$ cat config.mk
export PLATFORM = sky130hd
export DESIGN_NAME = lzd_out_stage
export DESIGN_NICKNAME = d
export VERILOG_FILES = /design/src/rtl/lzd_pkg.sv /design/src/rtl/lzd_out_stage.sv
export SDC_FILE = /design/constraint.sdc
export NUM_CORES = 1
export LEC_CHECK = 0
export ABC_AREA = 1
export BUFFER_PORTS_ARGS = -buffer_cell sky130_fd_sc_hd__clkbuf_2
export CELL_PAD_IN_SITES_DETAIL_PLACEMENT = 1
export CELL_PAD_IN_SITES_GLOBAL_PLACEMENT = 1
export CORE_AREA = 2 2 39 41
export CTS_CLUSTER_SIZE = 14
export DETAILED_ROUTE_END_ITERATION = 6
export DIE_AREA = 0 0 41 43
export PLACE_DENSITY_LB_ADDON = 0.12
export REMOVE_ABC_BUFFERS = 1
export SLEW_MARGIN = 20
export SYNTH_ARGS = -nofsm -noshare
export SYNTH_HDL_FRONTEND = slang
export SYNTH_SLANG_ARGS = --single-unit
$ cat constraint.sdc
create_clock -name clock -period 1.5 [get_ports clock]
set_input_delay 0.45 -clock clock [delete_from_list [all_inputs] [get_ports clock]]
set_output_delay 0.45 -clock clock [all_outputs]
set_load 0.02 [all_outputs]
$ cat src/rtl/lzd_pkg.sv
// Shared types and constants of the LZ77 type 0x10 stream decompressor.
package lzd_pkg;

   // History window geometry
   localparam int unsigned HIST_AW    = 12;
   localparam int unsigned HIST_DEPTH = 1 << HIST_AW;

   // Stream format constants
   localparam logic [7:0] TYPE_BYTE      = 8'h10;
   localparam logic [4:0] LEN_BIAS       = 5'd3;
   localparam logic [3:0] FLAGS_PER_BYTE = 4'd8;

   // Input item: one byte of the compressed stream
   typedef struct packed {
      logic       start_req;
      logic [7:0] data_byte;
   } req_payload_type;

   // Result item: one decompressed byte
   typedef struct packed {
      logic [7:0] out_byte;
      logic       last;
      logic       error;
   } rsp_payload_type;

   // Commands from the sequencer to the history window
   typedef struct packed {
      logic               wr_en;
      logic               rd_en;
      logic [7:0]         wr_data;
      logic [HIST_AW-1:0] rd_dist;
   } hist_cmd_type;

endpackage

$ cat src/rtl/lzd_out_stage.sv
// Result output register with valid/stall handshake.
module lzd_out_stage import lzd_pkg::*; (
   input  logic            clock,
   input  logic            reset,
   input  logic            load,
   input  rsp_payload_type load_data,
   output logic            free,
   output logic            rsp_valid,
   input  logic            rsp_stall,
   output rsp_payload_type rsp_data
);

   logic            valid_ff;
   logic            valid_in;
   rsp_payload_type data_ff;
   rsp_payload_type data_in;

   // Slot can take a new result when empty or when its transfer completes now
   assign free = !valid_ff || !rsp_stall;

   always_comb begin
      valid_in = load || (valid_ff && rsp_stall);
      data_in  = load ? load_data : data_ff;
   end

   always_ff @(posedge clock) begin
      if (reset) begin
         valid_ff <= 1'b0;
      end else begin
         valid_ff <= valid_in;
      end
   end

   always_ff @(posedge clock) begin
      data_ff <= data_in;
   end

   assign rsp_valid = valid_ff;
   assign rsp_data  = data_ff;

endmodule

==> results.toml, run 1 <==
[grt]
top_usage_layer = "met2"
grt_pass1_vias = 261
grt_use_met1 = 0.0878
use_met3 = 0.0471
grt_use_total = 0.0958
grt_overflow = 0
grt_first_pass_wirelength_mm = 1.04
antenna_found_initial = 0
grt_max_degree = 12
globalRouteMet2Util = 0.166

[worst_setup_path]
r2r_setup_slack_ps = 930
worstPathArrival_ps = 820
worst_ep_required_time_ps = 1050
crit_fanout = 2
cp-end-kind = "output pin"
worst-setup-path-type = "register to output pin"
r2r-start = "rsp_valid$_SDFF_PP0_"
path_cells = "nand2_2 -> clkbuf_2"
critPathSlowestCell = "dfxtp_1"
r2r-end = "rsp_valid$_SDFF_PP0_"
startpoint = "rsp_valid$_SDFF_PP0_"
max_stage_delay_ps = 340
start_kind = "register"
r2r_cells = 2

[min_path]
hp-start = "reset"
hold_path_end = "rsp_valid$_SDFF_PP0_"
hold_depth = 2
hold_class = "primary input to register"

[synth]
synth_top_family_by_area = "compound AO/OA/AOI/OAI gates"
synth_seq_cells = 11
synth_mux_area_frac = 0
synth_seq_area_share = 0.945
yosys.area.top_type = "edfxtp_1"
synthesis.area_um2 = 339
synth-xor-area-share = 0
synth_fa_ha_area_frac = 0
synthSimpleGateAreaFrac = 0.0185
synth_area_leaders = "edfxtp_1, dfxtp_1, a21oi_2, nand2_2, inv_1"
synth.avg_cell_area_um2 = 24.2
netlist_instances = 14
netlist-cell-type-count = 5
ys_warn_count = 0
synth_top_area_frac = 0.886
synth-compound-area-share = 0.0258

[timing]
hold_viol_final = 0
drv_slew = 0
fmax_mhz = 787
rsz0062_at_grt = "no"
finalCritPeriodShare = 0.847
final-setup-viol-count = 0
skew_ps = 0
relSlewSlack = 0.826
finalCriticalPeriod_ps = 1270
tns_ps = 0
tightest_slew_ps = 261

[route]
post-route-drc-count = 0
routed_wirelength_um = 641
vias = 234
routedWlPerCell_um = 10.9
vias_per_cell = 3.97
ant_nets = 0
first_pass_iters = 2
drt-initial-drc-count = 1

[pwr]
peakVddDrop_mv = 0.443
power_leakage_nw = 0.234
power_density_nw_per_um2 = 1250

[clocking]
cts_sinks = 11
clock_path_buffers = 2
clkLatencyLatePin_ps = 260
htree_levels = 1
cts-hold-fix-buffers = 0
cts_setup_buffers = 0
tritoncts = "built"
path_clk_slew_ps = 70
cts_buffers = 3
cts-root-buf = "clkbuf_4"
cts-resized-gates = 0

[final_layout]
multi_input_area_um2 = 15.0
antenna_cells = 0
fillers = 149
area_delta_synth_final_pct = 50.6
final_layout_size_suffix_gt1_frac = 0.698
layout.nets = 58
layout.area.seq_um2 = 320
final_util = 0.369

[placed_design]
io_buffers = 25
dp_hpwl_um = 565
gp_congestion = 0.540

[die]
row_count = 14
ios = 26
die_area_um2 = 1760
core_um2 = 1380
die_height_um = 43
initial_utilization = 0.245
die_w_um = 41

[run]
max-cap-violations = 0

[status]
status = "completed"
worst max-delay path by stage:
stage	end	cells after the start	slack [ps]
floorplan	free	1	470
finish	free	2	230
CTS	free	2	210
global placement	free	3	290
detailed placement	free	3	280
global route	free	2	160
cell families (layout without fill, tap and decap cells):
kind of cell | Yosys count | after routing
AOI/OAI and AO/OA | 1 | 1
buffers and inverters | 1 | 30
DFF | 11 | 11
and+or+nand+nor | 1 | 1
routing by layer:
layer / vias up / part of all wire / wire length (µm)
li1: 111 / - / -
met1: 109 / 0.28 / 180
met2: 14 / 0.63 / 402
met3: 0 / 0.090 / 58
met4: 0 / 0 / 0
met5: - / 0 / 0
cell usage in the layout, fill, tap and decap left out:
cell type,n
a21oi_2,1
clkbuf_4,3
dfxtp_1,1
nand2_2,1
clkbuf_2,25
edfxtp_1,10
inv_1,1
clkbuf_1,1
metrics by stage:
stage | cells | hold WS [ps] | power (mW) | instance area (µm²) | worst slack [ps]
after floorplan | 14 | 512 | 0.410 | 339 | 470
after detailed placement | 55 | 475 | 0.456 | 484 | 277
after global routing | 59 | 344 | 0.677 | 510 | 157
final | 59 | 343 | 0.636 | 510 | 229
after CTS | 59 | 334 | 0.652 | 510 | 213
after global placement | 55 | 459 | 0.452 | 484 | 292
where the power goes:
group	switching (mW)	internal [mW]
sequential	0.00671	0.360
clock	0.0878	0.103
combinational	0.0503	0.0288
total	0.145	0.492
flip-flops by register name, indices dropped and copies added, names as in the netlist:
name,flops
rsp_data,10
rsp_valid,1
critical path: cells and delay by family (launching register included):
family | cells | cell delay [ps]
flip-flops | 1 | 340
buffers and inverters | 1 | 150
AND/OR/NAND/NOR | 1 | 70
synth_stat cells:
cell type / number
nand2_2: 1
inv_1: 1
edfxtp_1: 10
dfxtp_1: 1
a21oi_2: 1
layout make-up:
| type | instances | share of cell area |
|---|---|---|
| multi-input combinational | 2 | 0.0294 |
| tap | 16 | 0.0392 |
| timing repair buffer | 25 | 0.245 |
| clock buffer | 4 | 0.0515 |
| sequential | 11 | 0.627 |
| inverter | 1 | 0.00735 |
Note: power is estimated with default switching activity, not from simulation.
==> inputs of run 2 (changes only) <==
==> constraint.sdc (replaced) <==
create_clock -name clock -period 1.2 [get_ports clock]
set_input_delay 0.36 -clock clock [delete_from_list [all_inputs] [get_ports clock]]
set_output_delay 0.36 -clock clock [all_outputs]
set_load 0.02 [all_outputs]
==> run 2 against run 1 <==
Utilization rose by 0.54 points. Via count unchanged. Critical path depth is 1 lower. Die area unchanged. Clock-buffer cell count unchanged. First-iteration DRC count did not move. Sequential share of layout area shrank 0.67 points.
==> results.toml, run 2 (synthesis gave the netlist of run 1 again) <==
[timing]
finalCritPeriodShare = 0.964
finalCriticalPeriod_ps = 1160
tns_ps = 0
drv_slew = 0
hold_viol_final = 0
final-setup-viol-count = 0
tightest_slew_ps = 260
whs_ps = 245
skew_ps = 0
fmax_mhz = 864
relSlewSlack = 0.827
rsz0062_at_grt = "no"

[pwr]
power_density_nw_per_um2 = 1540
peakVddDrop_mv = 0.554
power_mw = 0.798
p_switching_mw = 0.181
pwr-share-seq = 0.575
swShare = 0.227
p_clk_frac = 0.298
p_int_mw = 0.617
power_leakage_nw = 0.236
p_comb_frac = 0.127

[status]
status = "completed"

[clocking]
cts-root-buf = "clkbuf_4"
path_clk_slew_ps = 70
cts_buffers = 3
htree_levels = 1
clock_path_buffers = 2
clkLatencyLatePin_ps = 260
cts_sinks = 11
tritoncts = "built"

[route]
vias = 234
vias_per_cell = 3.97
routed_wirelength_um = 644
routedWlPerCell_um = 10.9
drt-initial-drc-count = 1
first_pass_iters = 2
ant_nets = 0
post-route-drc-count = 0

[worst_setup_path]
worst-setup-path-type = "register to output pin"
path_cells = "clkbuf_2"
crit_fanout = 1
worstPathArrival_ps = 800
critPathSlowestCell = "edfxtp_1"
crit_family = "flip-flops"
worst_ep_required_time_ps = 840
cp-end-kind = "output pin"
max_stage_delay_ps = 380
path_buf_inv = 1
start_kind = "register"

[die]
die_height_um = 43
ios = 26
core_um2 = 1380
initial_utilization = 0.245
die_area_um2 = 1760
die_w_um = 41
row_count = 14

[final_layout]
area_delta_synth_final_pct = 52.8
final_common_cell = "clkbuf_2"
fillers = 151
layout.area.seq_um2 = 322
antenna_cells = 0
final_util = 0.374
multi_input_area_um2 = 15.0
largest_register_ffs = 10
stdcell_count = 59
final_layout_size_suffix_gt1_frac = 0.721
most-common-layout-cells = "clkbuf_2, edfxtp_1, clkbuf_4"
layout.nets = 58

[placed_design]
gp_congestion = 0.540
dp_hpwl_um = 565
io_buffers = 25
dpl.cell_count = 55

[grt]
grt_use_total = 0.0958
grt_max_degree = 12
grt_overflow = 0
grt_first_pass_wirelength_mm = 1.04
antenna_found_initial = 0
grt_pass1_vias = 261

[min_path]
hold_class = "primary input to register"

[run]
max-cap-violations = 0
==> run 2: changes by cell type in the layout (fill, tap and decap cells not counted) <==
cell	change
dfxtp_2	+1
clkbuf_2	-1
buf_6	+1
dfxtp_1	-1
==> run 2: final timing paths <==
check | slack [ps] | startpoint | endpoint | cells after the start
setup / recovery | 40 | rsp_data[4]$_DFFE_PP_ | rsp_data[4] | 1
hold / removal | 250 | reset | rsp_valid$_SDFF_PP0_ | 2
setup reg to reg | 640 | rsp_valid$_SDFF_PP0_ | rsp_valid$_SDFF_PP0_ | 2
hold reg to reg | 480 | rsp_valid$_SDFF_PP0_ | rsp_valid$_SDFF_PP0_ | 2
==> run 2: worst register-to-register path: stages, from the launching register on <==
cell and delay [ps]:
dfxtp_2 330, nand2_2 60, a21oi_2 100
==> run 2: per-stage QoR <==
step                      setup slack (ps)  cell area (µm²)
after global placement                 172              484
after CTS                             2.90              510
final                                 43.0              518
after detailed placement               157              484
after global routing                  2.46              518
after floorplan                        260              339
==> run 2: power groups by stage <==
stage	Sequential (mW)	Clock, mW	Combinational, mW
6_report	0.459	0.238	0.101
5_1_grt	0.463	0.276	0.110
4_1_cts	0.459	0.254	0.102
3_5_place_dp	0.468	0	0.101
3_3_place_gp	0.466	0	0.0986
2_1_floorplan	0.506	0	0.00612
==> run 2: final cells by class <==
cell class / instances / area share
Inverter: 1 / 0.00725
Multi-Input combinational cell: 2 / 0.0290
Clock buffer: 4 / 0.0507
Sequential cell: 11 / 0.621
Timing Repair Buffer: 25 / 0.254
Tap cell: 16 / 0.0386
==> run 2: routing by layer <==
layer	routed length, µm	track usage	up-vias
li1	-	-	111
met1	183	0.0878	109
met2	403	0.166	14
met3	56	0.0471	0
met4	0	0.0400	0
met5	0	0	-
==> run 2: what timing repair did <==
| item | in CTS | in global routing |
|---|---|---|
| hold endpoints to repair | 0 | 0 |
| hold buffers | 0 | 0 |
| resized for setup | 0 | 4 |
| setup buffers | 0 | 0 |
| endpoints found under the setup margin | 0 | 1 |
==> inputs of run 3 (changes only) <==
--- a/config.mk
+++ b/config.mk
@@ -13,7 +13,7 @@
 export CTS_CLUSTER_SIZE = 14
 export DETAILED_ROUTE_END_ITERATION = 6
 export DIE_AREA = 0 0 41 43
-export PLACE_DENSITY_LB_ADDON = 0.12
+export PLACE_DENSITY = 0.72
 export REMOVE_ABC_BUFFERS = 1
 export SLEW_MARGIN = 20
 export SYNTH_ARGS = -nofsm -noshare
==> run 3 against run 2 <==
Clock-buffer cell count unchanged. Critical path depth unchanged. Cell count unchanged. Critical path type unchanged.
==> results.toml, run 3 (synthesis gave the netlist of run 1 again) <==
[grt]
grt_first_pass_wirelength_mm = 1.01
antenna_found_initial = 0
grt_pass1_vias = 233
grt_overflow = 0
grt_use_total = 0.0950
grt_max_degree = 12

[timing]
finalCriticalPeriod_ps = 1150
whs_ps = 244
finalCritPeriodShare = 0.962
hold_viol_final = 0
fmax_mhz = 866
drv_slew = 0
skew_ps = 0
tightest_slew_ps = 263
relSlewSlack = 0.825
tns_ps = 0
final-setup-viol-count = 0
rsz0062_at_grt = "yes"

[pwr]
power_leakage_nw = 0.238
p_clk_frac = 0.299
power_density_nw_per_um2 = 1530
peakVddDrop_mv = 0.749
swShare = 0.229
power_mw = 0.804
pwr-share-seq = 0.571
p_comb_frac = 0.130
p_int_mw = 0.620
p_switching_mw = 0.184

[die]
ios = 26
die_area_um2 = 1760
die_w_um = 41
core_um2 = 1380
initial_utilization = 0.245
die_height_um = 43
row_count = 14

[route]
ant_nets = 0
vias = 237
first_pass_iters = 2
vias_per_cell = 4.02
drt-initial-drc-count = 1
routed_wirelength_um = 664
post-route-drc-count = 0
routedWlPerCell_um = 11.3

[worst_setup_path]
worst_ep_required_time_ps = 840
worstPathArrival_ps = 790
critPathSlowestCell = "edfxtp_1"
worst-setup-path-type = "register to output pin"
path_buf_inv = 1
path_cells = "buf_6"
max_stage_delay_ps = 390
start_kind = "register"
crit_fanout = 1
crit_family = "flip-flops"
cp-end-kind = "output pin"

[placed_design]
gp_congestion = 0.635
io_buffers = 25
place_area_um2 = 484
dpl.cell_count = 55

[final_layout]
layout.area.seq_um2 = 322
layout.nets = 58
antenna_cells = 0
stdcell_count = 59
area_delta_synth_final_pct = 54.6
final_common_cell = "clkbuf_2"
fin_area_um2 = 524
final_layout_size_suffix_gt1_frac = 0.721
largest_register_ffs = 10
fillers = 152
most-common-layout-cells = "clkbuf_2, edfxtp_1, clkbuf_4"
multi_input_area_um2 = 15.0

[clocking]
cts-root-buf = "clkbuf_4"
cts_sinks = 11
htree_levels = 1
clock_path_buffers = 2
tritoncts = "built"
cts_buffers = 3
clkLatencyLatePin_ps = 260
cts_setup_buffers = 0
path_clk_slew_ps = 60

[status]
status = "completed"

[min_path]
hold_class = "primary input to register"

[run]
max-cap-violations = 0
## run 3: cell types whose count changed in the layout (fill, tap and decap cells not counted), sizes merged
cell    change
buf         +2
clkbuf      -2
## run 3: power groups by stage
stage	Combinational [mW]	Clock [mW]	Sequential, mW
final	0.104	0.241	0.459
after global routing	0.112	0.278	0.462
after CTS	0.101	0.255	0.460
after detailed placement	0.101	0	0.468
after global placement	0.0998	0	0.466
after floorplan	0.00612	0	0.506
## run 3: worst paths after layout
kind	start	end	slack, ps	cells after the start
worst max register to register	rsp_valid$_SDFF_PP0_	rsp_valid$_SDFF_PP0_	630	2
worst min register to register	rsp_valid$_SDFF_PP0_	rsp_valid$_SDFF_PP0_	490	2
worst max-delay path	rsp_data[1]$_DFFE_PP_	rsp_data[1]	50	1
worst min-delay path	reset	rsp_valid$_SDFF_PP0_	240	2
## run 3: through the flow
stage | util | setup slack, ps
final | 0.379 | 45.2
after floorplan | - | 260
after global routing | 0.379 | -17.3
after global placement | 0.350 | 177
after CTS | 0.370 | 3.41
after detailed placement | 0.350 | 168
## run 3: layer usage
metal  GRT usage  part of all wire  vias to the layer above
met2       0.131              0.45                       23
met4      0.0600             0.015                        0
li1            -                 -                      110
met3      0.0838              0.19                        2
met1      0.0884              0.34                      102
met5           0                 0                        -
## run 3: area by class of cell
class                           instances  share of cell area
Sequential cell                        11               0.613
Inverter                                1             0.00716
Timing Repair Buffer                   25               0.263
Clock buffer                            4              0.0501
Multi-Input combinational cell          2              0.0286
Tap cell                               16              0.0382
## run 3: what timing repair did
item	CTS	global route
hold buffers	0	0
endpoints found under the setup margin	1	3
gates resized for setup	1	7
